[src/design/cstc_pkg.sv]
package cstc_pkg;

  // command bytes
  localparam logic [7:0] CMD_TICK = 8'hff;
  localparam logic [7:0] CMD_WAIT = 8'hfe;
  localparam logic [7:0] CMD_END  = 8'hfd;

  // varint byte layout
  localparam logic [7:0] VARINT_MORE     = 8'h80;
  localparam int         VARINT_BITS     = 7;
  localparam int         VARINT_WIDTH    = 32;
  localparam int         SHIFT_WIDTH     = 6;
  localparam logic [63:0] WAIT_BASE_TICKS = 64'd2;

  // configuration register indexes
  localparam logic CFG_DATA_START  = 1'b0;
  localparam logic CFG_LOOP_OFFSET = 1'b1;

  typedef enum logic [2:0] {
    PH_CMD    = 3'd0,
    PH_SKIP1  = 3'd1,
    PH_SKIP2  = 3'd2,
    PH_VARINT = 3'd3,
    PH_DONE   = 3'd4
  } phase_t;

  typedef enum logic [1:0] {
    ST_OK        = 2'd0,
    ST_NO_TICKS  = 2'd1,
    ST_TRUNCATED = 2'd2
  } status_t;

  typedef struct packed {
    logic [7:0] data_byte;
    logic       last_byte;
  } in_item_t;

  typedef struct packed {
    logic [63:0] total_ticks;
    logic [63:0] loop_ticks;
    status_t     status;
  } result_t;

endpackage

[src/design/command_stream_tick_counter.sv]
// Command stream tick counter. Takes one stream byte per cycle and, at the
// end command or at the byte marked last, gives one result with the total
// tick count, the count captured at the loop position and a status (ok, no
// ticks, truncated). A byte is held in an input register and then
// decoded into the stream state by 64-bit adds; its result is loaded
// into the output register as the byte leaves the input register. The
// sustained rate is one byte per cycle: the input stalls only when a byte
// that ends a stream meets a result still waiting on a stalled output.
// Configuration writes are always ready and should be made with the block
// idle; writing data_start also resets the position.
module command_stream_tick_counter
  import cstc_pkg::*;
(
  input  logic        clk,
  input  logic        rst_n,
  input  logic        in_valid,
  output logic        in_stall,
  input  logic [7:0]  in_data_byte,
  input  logic        in_last_byte,
  output logic        out_valid,
  input  logic        out_stall,
  output logic [63:0] out_total_ticks,
  output logic [63:0] out_loop_ticks,
  output logic [1:0]  out_status,
  input  logic        cfg_valid,
  output logic        cfg_ready,
  input  logic        cfg_index,
  input  logic [31:0] cfg_wdata
);

  in_item_t in_item;
  in_item_t item;
  logic     item_valid;
  logic     item_take;
  logic     res_free;
  logic     res_load;
  result_t  res;
  result_t  out_res;

  assign in_item.data_byte = in_data_byte;
  assign in_item.last_byte = in_last_byte;
  assign cfg_ready         = 1'b1;

  // input register
  cstc_in_reg u_in_reg (
    .clk        (clk),
    .rst_n      (rst_n),
    .in_valid   (in_valid),
    .in_stall   (in_stall),
    .in_item    (in_item),
    .item_valid (item_valid),
    .item       (item),
    .item_take  (item_take)
  );

  // stream decode and tick accumulation
  cstc_core u_core (
    .clk        (clk),
    .rst_n      (rst_n),
    .item_valid (item_valid),
    .item       (item),
    .item_take  (item_take),
    .res_free   (res_free),
    .res_load   (res_load),
    .res        (res),
    .cfg_we     (cfg_valid && cfg_ready),
    .cfg_sel    (cfg_index),
    .cfg_data   (cfg_wdata)
  );

  // result register
  cstc_out_reg u_out_reg (
    .clk       (clk),
    .rst_n     (rst_n),
    .res_load  (res_load),
    .res       (res),
    .res_free  (res_free),
    .out_valid (out_valid),
    .out_stall (out_stall),
    .out_res   (out_res)
  );

  assign out_total_ticks = out_res.total_ticks;
  assign out_loop_ticks  = out_res.loop_ticks;
  assign out_status      = out_res.status;

endmodule

[src/design/cstc_in_reg.sv]
module cstc_in_reg
  import cstc_pkg::*;
(
  input  logic     clk,
  input  logic     rst_n,
  input  logic     in_valid,
  output logic     in_stall,
  input  in_item_t in_item,
  output logic     item_valid,
  output in_item_t item,
  input  logic     item_take
);

  logic     valid_r, valid_nxt;
  in_item_t item_r;
  logic     accept;

  // hold off the sender only while the held request cannot move on
  assign in_stall = valid_r && !item_take;
  assign accept   = in_valid && !in_stall;

  always_comb begin
    valid_nxt = valid_r;
    if (accept) begin
      valid_nxt = 1'b1;
    end else if (item_take) begin
      valid_nxt = 1'b0;
    end
  end

  always_ff @(posedge clk) begin
    if (!rst_n) begin
      valid_r <= 1'b0;
    end else begin
      valid_r <= valid_nxt;
    end
  end

  // payload capture
  always_ff @(posedge clk) begin
    if (accept) begin
      item_r <= in_item;
    end
  end

  assign item_valid = valid_r;
  assign item       = item_r;

endmodule

[src/design/cstc_core.sv]
module cstc_core
  import cstc_pkg::*;
(
  input  logic        clk,
  input  logic        rst_n,
  input  logic        item_valid,
  input  in_item_t    item,
  output logic        item_take,
  input  logic        res_free,
  output logic        res_load,
  output result_t     res,
  input  logic        cfg_we,
  input  logic        cfg_sel,
  input  logic [31:0] cfg_data
);

  phase_t                   phase_r, phase_nxt;
  logic [63:0]              total_r, total_nxt;
  logic [63:0]              loop_r, loop_nxt;
  logic [31:0]              pos_r, pos_nxt;
  logic [VARINT_WIDTH-1:0]  vval_r, vval_nxt;
  logic [SHIFT_WIDTH-1:0]   vshift_r, vshift_nxt;
  logic [31:0]              data_start_r;
  logic [31:0]              loop_offset_r;

  // state after the byte itself, before stream end handling
  phase_t                   ph_a;
  logic [63:0]              tot_a;
  logic [63:0]              loop_a;
  logic [VARINT_WIDTH-1:0]  val_a;
  logic [SHIFT_WIDTH-1:0]   sh_a;
  logic [VARINT_WIDTH-1:0]  val_or;
  logic                     shift_open;
  logic                     end_cmd;
  logic                     step;
  logic                     emit;
  logic                     restart;
  logic                     trunc;
  logic                     go;

  // low seven bits placed at the current shift, upper bits dropped
  assign shift_open = vshift_r < SHIFT_WIDTH'(VARINT_WIDTH);
  assign val_or = shift_open
                ? (vval_r | (VARINT_WIDTH'(item.data_byte[VARINT_BITS-1:0])
                             << vshift_r[4:0]))
                : vval_r;

  // per-byte command decode
  always_comb begin
    ph_a    = phase_r;
    tot_a   = total_r;
    loop_a  = loop_r;
    val_a   = vval_r;
    sh_a    = vshift_r;
    end_cmd = 1'b0;
    step    = 1'b1;
    case (phase_r)
      PH_CMD: begin
        if (pos_r == loop_offset_r) begin
          loop_a = total_r;
        end
        if (item.data_byte == CMD_TICK) begin
          tot_a = total_r + 64'd1;
        end else if (item.data_byte == CMD_WAIT) begin
          val_a = '0;
          sh_a  = '0;
          ph_a  = PH_VARINT;
        end else if (item.data_byte == CMD_END) begin
          end_cmd = 1'b1;
        end else begin
          ph_a = PH_SKIP1;
        end
      end
      PH_SKIP1: begin
        ph_a = PH_SKIP2;
      end
      PH_SKIP2: begin
        ph_a = PH_CMD;
      end
      PH_VARINT: begin
        val_a = val_or;
        if (shift_open) begin
          sh_a = vshift_r + SHIFT_WIDTH'(VARINT_BITS);
        end
        if (item.data_byte < VARINT_MORE) begin
          tot_a = total_r + WAIT_BASE_TICKS + 64'(val_or);
          val_a = '0;
          sh_a  = '0;
          ph_a  = PH_CMD;
        end
      end
      default: begin
        step = 1'b0;
      end
    endcase
  end

  // stream end, result and next state
  always_comb begin
    emit    = 1'b0;
    restart = 1'b0;
    trunc   = 1'b0;
    if (phase_r == PH_DONE) begin
      restart = item.last_byte;
    end else if (end_cmd) begin
      emit    = 1'b1;
      restart = item.last_byte;
    end else if (item.last_byte) begin
      emit    = 1'b1;
      trunc   = ph_a != PH_CMD;
      restart = 1'b1;
    end

    go        = item_valid && (!emit || res_free);
    item_take = go;
    res_load  = go && emit;

    res.total_ticks = tot_a;
    res.loop_ticks  = loop_a;
    if (trunc) begin
      res.status = ST_TRUNCATED;
    end else if (tot_a == 64'd0) begin
      res.status = ST_NO_TICKS;
    end else begin
      res.status = ST_OK;
    end

    phase_nxt  = phase_r;
    total_nxt  = total_r;
    loop_nxt   = loop_r;
    pos_nxt    = pos_r;
    vval_nxt   = vval_r;
    vshift_nxt = vshift_r;
    if (go) begin
      if (restart) begin
        phase_nxt  = PH_CMD;
        total_nxt  = '0;
        loop_nxt   = '0;
        pos_nxt    = data_start_r;
        vval_nxt   = '0;
        vshift_nxt = '0;
      end else begin
        phase_nxt  = end_cmd ? PH_DONE : ph_a;
        total_nxt  = tot_a;
        loop_nxt   = loop_a;
        vval_nxt   = val_a;
        vshift_nxt = sh_a;
        pos_nxt    = (step && !end_cmd) ? pos_r + 32'd1 : pos_r;
      end
    end

    // a data_start write also reloads the position
    if (cfg_we && cfg_sel == CFG_DATA_START) begin
      pos_nxt = cfg_data;
    end
  end

  // stream state and configuration registers
  always_ff @(posedge clk) begin
    if (!rst_n) begin
      phase_r       <= PH_CMD;
      total_r       <= '0;
      loop_r        <= '0;
      pos_r         <= '0;
      vval_r        <= '0;
      vshift_r      <= '0;
      data_start_r  <= '0;
      loop_offset_r <= '0;
    end else begin
      phase_r  <= phase_nxt;
      total_r  <= total_nxt;
      loop_r   <= loop_nxt;
      pos_r    <= pos_nxt;
      vval_r   <= vval_nxt;
      vshift_r <= vshift_nxt;
      if (cfg_we) begin
        if (cfg_sel == CFG_DATA_START) begin
          data_start_r <= cfg_data;
        end else begin
          loop_offset_r <= cfg_data;
        end
      end
    end
  end

endmodule

[src/design/cstc_out_reg.sv]
module cstc_out_reg
  import cstc_pkg::*;
(
  input  logic    clk,
  input  logic    rst_n,
  input  logic    res_load,
  input  result_t res,
  output logic    res_free,
  output logic    out_valid,
  input  logic    out_stall,
  output result_t out_res
);

  logic    valid_r, valid_nxt;
  result_t res_r;

  // free when empty or being taken this cycle
  assign res_free = !valid_r || !out_stall;

  always_comb begin
    valid_nxt = valid_r;
    if (res_load) begin
      valid_nxt = 1'b1;
    end else if (valid_r && !out_stall) begin
      valid_nxt = 1'b0;
    end
  end

  always_ff @(posedge clk) begin
    if (!rst_n) begin
      valid_r <= 1'b0;
    end else begin
      valid_r <= valid_nxt;
    end
  end

  always_ff @(posedge clk) begin
    if (res_load) begin
      res_r <= res;
    end
  end

  assign out_valid = valid_r;
  assign out_res   = res_r;

endmodule

[config.mk]
export PLATFORM = sky130hd
export DESIGN_NAME = command_stream_tick_counter
export DESIGN_NICKNAME = d
export VERILOG_FILES = /design/src/design/cstc_pkg.sv /design/src/design/command_stream_tick_counter.sv /design/src/design/cstc_in_reg.sv /design/src/design/cstc_core.sv /design/src/design/cstc_out_reg.sv
export SDC_FILE = /design/constraint.sdc
export NUM_CORES = 1
export LEC_CHECK = 0
export ABC_CLOCK_PERIOD_IN_PS = 9300
export BUFFER_PORTS_ARGS = -buffer_cell sky130_fd_sc_hd__buf_2
export CORE_ASPECT_RATIO = 0.6
export CORE_MARGIN = 3
export CORE_UTILIZATION = 45
export DETAILED_ROUTE_END_ITERATION = 7
export SLEW_MARGIN = 20
export SYNTH_ARGS = -nofsm -noshare
export SYNTH_HDL_FRONTEND = slang
export SYNTH_SLANG_ARGS = --single-unit
[constraint.sdc]
create_clock -name clk -period 9.3 [get_ports clk]
set_clock_uncertainty 0.15 [all_clocks]
set_input_delay 0.93 -clock clk [delete_from_list [all_inputs] [get_ports clk]]
set_output_delay 0.93 -clock clk [all_outputs]
set_load 0.05 [all_outputs]
Word-level counts from Yosys, hierarchy flattened
Index checks and enable logic that the tools add are counted.

Register bits after elaboration: 406. Logic and storage cells: 113. Output and inout bits: 133.

Bitwise gates (word level): 2. Eq/ne operators: 11. Mux-type cells: 48. Shift-type cells: 1. Order comparisons: 2. Add/sub/neg operators: 5. Reduce and logical (&&, ||, !) cells: 29.

Operator list (count): 2-to-1 mux 64 bit (6); 2-to-1 mux 32 bit (9); case mux 64 bit (2 select lines) (1); adder 64 x 1 -> 64 bit (second input constant) (1); adder 64 x 2 -> 64 bit (second input constant) (1); adder 64 x 32 -> 64 bit (1); zero test 64 bit (1); case mux 32 bit (2 select lines) (1); adder 32 x 1 -> 32 bit (second input constant) (1); == test 32 bit (1); bitwise OR 32 bit (1); left shift 7 x 5 -> 32 bit (1); 2-to-1 mux 6 bit (5); == test 8 bit (second input constant) (3); 2-to-1 mux 1 bit (18); 2-to-1 mux 3 bit (6); case mux 3 bit (4 select lines) (1); case mux 6 bit (2 select lines) (1); nonzero test 3 bit (3); < comparator 8 bit (second input constant) (1); logical AND 1 bit (7); adder 6 x 3 -> 6 bit (second input constant) (1); == test 3 x 2 -> 1 bit (second input constant) (2); zero test 1 bit (6); other kinds (14) (19).

Logic depth before layout (Yosys ltp)
Word-level depth: 15. Gate-level depth with buffers: 23. Gate-level depth less buffers: 20.

Hierarchy
Synthesis repeated with hierarchy kept, for this count alone.

Cell total of the unflattened synthesis: 2339. Area total of the unflattened synthesis: 21379.3 µm².

Modules (own cells, without submodules): cstc_core (instances 1, seq. area each 5305.1 µm², cells an instance 2190, area an instance 17111.4 µm²); cstc_out_reg (instances 1, seq. area each 3923.8 µm², cells an instance 134, area an instance 3938.8 µm²); cstc_in_reg (instances 1, seq. area each 290.3 µm², cells an instance 13, area an instance 317.8 µm²); command_stream_tick_counter (instances 1, seq. area each 0.0 µm², cells an instance 2, area an instance 11.3 µm²).

Worst setup path before layout
Ideal clock, no wire load.

Path type: reg2reg. Start: reg u_in_reg.item_r, in the netlist u_in_reg.item[6]. End: reg u_out_reg.res_r, in the netlist u_out_reg.out_res[0], enable pin. Data required time: 8.529 ns. Slack: 1.129 ns. Stages on the path, launching flop included: 10. Arrival: 7.399 ns. Clock period less this slack: 8.171 ns. Buffers on the path: 3. Cells stage by stage: edfxtp_1 -> nand4_1 -> or2_2 -> nor4_1 -> o21ai_0 -> o21ai_0 -> clkbuf_1 -> clkbuf_1 -> buf_1 -> nor2_1.

Cells in the longest elaborated chain, start to end: 11.

RTL lines: start: declaration (line cstc_in_reg.sv:15) `in_item_t item_r;`; start signal: assignment (line cstc_in_reg.sv:42) `item_r <= in_item;`; == test 8 bit (line cstc_core.sv:68) `end else if (item.data_byte == CMD_END) begin`; 2-to-1 mux 1 bit (line cstc_core.sv:68); 2-to-1 mux 1 bit (line cstc_core.sv:64) `end else if (item.data_byte == CMD_WAIT) begin`; 2-to-1 mux 1 bit (*) (line cstc_core.sv:62) `if (item.data_byte == CMD_TICK) begin`; 2-to-1 mux 1 bit (*) (line cstc_core.sv:57) `case (phase_r)`; 2-to-1 mux 1 bit (*) (line cstc_core.sv:105) `end else if (end_cmd) begin`; 2-to-1 mux 1 bit (*) (line cstc_core.sv:103) `if (phase_r == PH_DONE) begin`; zero test 1 bit (line cstc_core.sv:114) `go = item_valid && (!emit || res_free);`; logical OR 1 bit (line cstc_core.sv:114); logical AND 1 bit (line cstc_core.sv:114); logical AND 1 bit (*) (line cstc_core.sv:116) `res_load = go && emit;`; net res_load (line command_stream_tick_counter.sv:36) `logic res_load;`; end signal: assignment (line cstc_out_reg.sv:39) `res_r <= res;`; end: declaration (line cstc_out_reg.sv:15) `result_t res_r;`.

Mark *: on every way through the listed nets, which the timed path passes. The rest lies on a longest branch. A chain may end at the register's enable or synchronous reset.

==> qor.yml <==
floorplan:
  io_pins: 180
  dieArea_um2: 49200
  initial_core_util_pct: 46.1
  num_rows: 60
  coreArea_um2: 45300
  die_w_um: 284
  die_height_um: 173
drt:
  routed_wl_mm: 65.5
  vias: 18300
  drtPass1Iterations: 5
  wl_per_cell_um: 21.1
  avgViaCountPerCell: 5.92
  drt_iter0_markers: 1739
  ant_nets: 0
  drcViolationCount: 0
clock_network:
  cts_setup_buffers: 0
  htreeDepth: 2
  clk_latency_ps: 580
  cts.sinks: 406
  cts.clk_slew.worst_paths_ps: 60
  root_buffer: "clkbuf_16"
  cts_resized: 0
  hold_buffers: 0
  ctsLongestPathBuffers: 3
  cts_tree: "yes"
  cts_buffers: 39
synth:
  ys_types: 82
  syn_avg_cell_area_um2: 8.86
  yosys-top-cells-area: "dfxtp_1, edfxtp_1, nand2_1, nor2_1, a22oi_1"
  synthFlopType: "dfxtp_1"
  synth.most_common_cell: "nand2_1"
  synth_nets: 2476
  synth_seq_area_share_pct: 45.5
  synth-edff-count: 139
  synth_top_area_share_pct: 25.6
  syn_inst: 2361
  synth-seq-cells: 406
  async_flop_share_pct: 0
  yosysTopAreaCell: "dfxtp_1"
  netlist_area_um2: 20900
  yosys_warnings: 0
  synth.top_cells.by_count: "nand2_1, dfxtp_1, nor2_1"
global_routing:
  grt_max_degree: 127
  antenna_found_initial: 1
  grt_pass1_wl_mm: 101
  track_usage_pct: 25.7
  grt_pass1_vias: 17100
  overflow: 0
placed_design:
  gp_congestion: 0.906
  port_buffers: 178
  dp_slack_ps: 2460
  post-dp-hpwl_mm: 46.4
power_and_ir_drop:
  p_comb_share_pct: 7.6
  internal-power_w: 0.00293
  power_switching_w: 0.000967
  p_clk_share_pct: 43.3
  switching_share_pct: 24.8
  power.leakage_nw: 8.87
  ir_drop_mv: 0.105
  p_seq_share_pct: 49.1
  p_per_area_nw_per_um2: 165
cells_and_area:
  antenna_cells: 0
  fillCellCount: 4225
  multiInputGateArea_um2: 10700
  ff_latch_area_um2: 9520
  fin_nets: 2562
  syn_to_final_growth_pct: 12.7
  drive_above_1_share_pct: 14.5
sta:
  finalSetupViolations: 0
  max_freq_ghz: 0.143
  final-hold-violation-count: 0
  fin_crit_sh_pct: 75.2
  slew_violations: 0
  fin_setup_tns_ps: 0
  rsz0062_at_grt: "no"
  slew_headroom_pct: 24.3
  min_period_ps: 7000
  fin_ws_ps: 2300
  tightest_slew_ps: 1120
job:
  maxCapViolCount: 0
critical_path:
  worstPathArrival_ps: 7240
  rrSetupSlack_ps: 2300
  r2r_cells: 17
  crit_type: "reg -> reg"
  startpoint_type: "flop"
  cp-endpoint: "u_out_reg.out_res[0]$_SDFFCE_PP0P_"
  rr_endpoint: "u_out_reg.out_res[0]$_SDFFCE_PP0P_"
  cp_data_required_time_ps: 9540
  crit_fanout: 13
  reg2reg_from: "u_core.vshift_r[1]$_SDFFE_PN0P_"
  worstSetupStartpoint: "u_core.vshift_r[1]$_SDFFE_PN0P_"
  setup.worst_path.end_class: "flop"
outcome:
  status: "finished clean"
hold_path:
  min_path_type: "reg -> reg"
-- cell families (layout without fill, tap and decap cells) --
| kind of cell | after synthesis | after routing | synth area share, % |
|---|---|---|---|
| buffers and inverters | 201 | 318 | 3.71 |
| xor gates and xnor gates | 113 | 113 | 4.73 |
| and+or+nand+nor | 880 | 880 | 19.5 |
| adders and majority gates | 68 | 68 | 4.10 |
| muxes | 74 | 74 | 3.92 |
| other | 1 | 1 | 0.0179 |
| AOI/OAI and AO/OA | 618 | 618 | 18.5 |
| DFF | 406 | 406 | 45.5 |
-- routing by layer --
layer  global-route usage, %  vias up  part of all wire, %
li1                        -     8716                    -
met1                    39.6     8842                   49
met2                    36.8      678                   41
met3                    4.52       89                  7.0
met4                    6.64        0                  2.5
met5                       0        -                    0
-- through the flow --
step | instance area, um2 | instances | util (%) | power, W | hold slack (ps)
6_report | 23600 | 3098 | 52.0 | 0.00390 | 300
5_1_grt | 23600 | 3098 | 52.0 | 0.00404 | 322
2_1_floorplan | 20900 | 2361 | - | 0.00215 | 278
3_5_place_dp | 22200 | 3025 | 49.0 | 0.00225 | 293
4_1_cts | 23600 | 3097 | 52.0 | 0.00394 | 301
3_3_place_gp | 22200 | 3025 | 49.0 | 0.00224 | 290
-- power by group through the flow --
stage	combinational [W]	sequential (W)	clock [W]
2_1_floorplan	0.000143	0.00201	0
3_3_place_gp	0.000292	0.00195	0
3_5_place_dp	0.000296	0.00195	0
4_1_cts	0.000297	0.00191	0.00173
5_1_grt	0.000320	0.00192	0.00180
6_report	0.000297	0.00191	0.00169
-- flip-flops by register name, indices dropped and copies added (netlist names) --
signal and cells:
u_out_reg.out_valid 1, u_out_reg.out_res 130, u_in_reg.item_valid 1, u_core.loop_r 64, u_core.data_start_r 32, u_core.total_r 64, u_core.phase_r 3, u_core.vshift_r 6
u_core.pos_r 32, u_in_reg.item 9, u_core.loop_offset_r 32, u_core.vval_r 32
-- worst min path at each step --
stage | start | endpoint | slack [ps] | depth (start not counted)
final | u_core.data_start_r[12]$_SDFFE_PN0P_ | u_core.data_start_r[12]$_SDFFE_PN0P_ | 300 | 2
after global routing | u_core.data_start_r[12]$_SDFFE_PN0P_ | u_core.data_start_r[12]$_SDFFE_PN0P_ | 320 | 2
after CTS | u_core.data_start_r[12]$_SDFFE_PN0P_ | u_core.data_start_r[12]$_SDFFE_PN0P_ | 300 | 2
after detailed placement | u_core.data_start_r[12]$_SDFFE_PN0P_ | u_core.data_start_r[12]$_SDFFE_PN0P_ | 290 | 2
after global placement | u_core.data_start_r[10]$_SDFFE_PN0P_ | u_core.data_start_r[10]$_SDFFE_PN0P_ | 290 | 2
after floorplan | u_core.vval_r[16]$_SDFFE_PN0P_ | u_core.vval_r[16]$_SDFFE_PN0P_ | 280 | 2
-- cell type report --
| type | count | area share (%) |
|---|---|---|
| Tap cell | 620 | 3.29 |
| Inverter | 41 | 0.674 |
| Sequential cell | 406 | 40.4 |
| Multi-Input combinational cell | 1754 | 45.2 |
| Timing Repair Buffer | 205 | 4.69 |
| Clock inverter | 10 | 0.812 |
| Clock buffer | 62 | 4.93 |
-- cell usage in the layout, fill, tap and decap left out, types with 7 or more instances in the layout --
master / netlist / final
inv_1: 39 / 39
and2_1: 12 / 12
or4_1: 9 / 9
nor2b_1: 15 / 14
o21ai_0: 154 / 152
buf_2: 6 / 178
mux2_2: 64 / 64
mux2i_1: 10 / 10
a21oi_1: 163 / 163
o21a_1: 11 / 11
a21o_1: 33 / 33
nand4_1: 36 / 36
nand2b_1: 15 / 14
clkbuf_16: 0 / 40
xor2_1: 59 / 59
buf_4: 2 / 26
and4_1: 11 / 11
or2_2: 8 / 8
nand2_1: 311 / 311
clkbuf_8: 0 / 8
xnor2_1: 54 / 54
or3_1: 7 / 7
a31oi_1: 36 / 36
nor3_1: 36 / 36
dfxtp_1: 267 / 267
clkbuf_1: 142 / 14
nor2_1: 260 / 258
nand3_1: 76 / 76
edfxtp_1: 139 / 139
nor4_1: 27 / 27
o211ai_1: 17 / 17
o221ai_1: 8 / 8
and3_1: 29 / 29
a22oi_1: 117 / 117
ha_1: 67 / 67
-- critical path, cell delays in order (launching register included) --
cell      delay [ps]
dfxtp_1          630
mux2_2           410
o21ai_0          420
o21ai_0          480
a21o_1           310
ha_1             180
ha_1             340
a21oi_1          250
o221ai_1         250
a31oi_1          440
nand2_1          130
xnor2_1          210
o211ai_1         180
or4_1            640
or4_1            550
nor4_1           690
nand4_1          240
nor4_2           330
(Power assumes the default switching activity.)
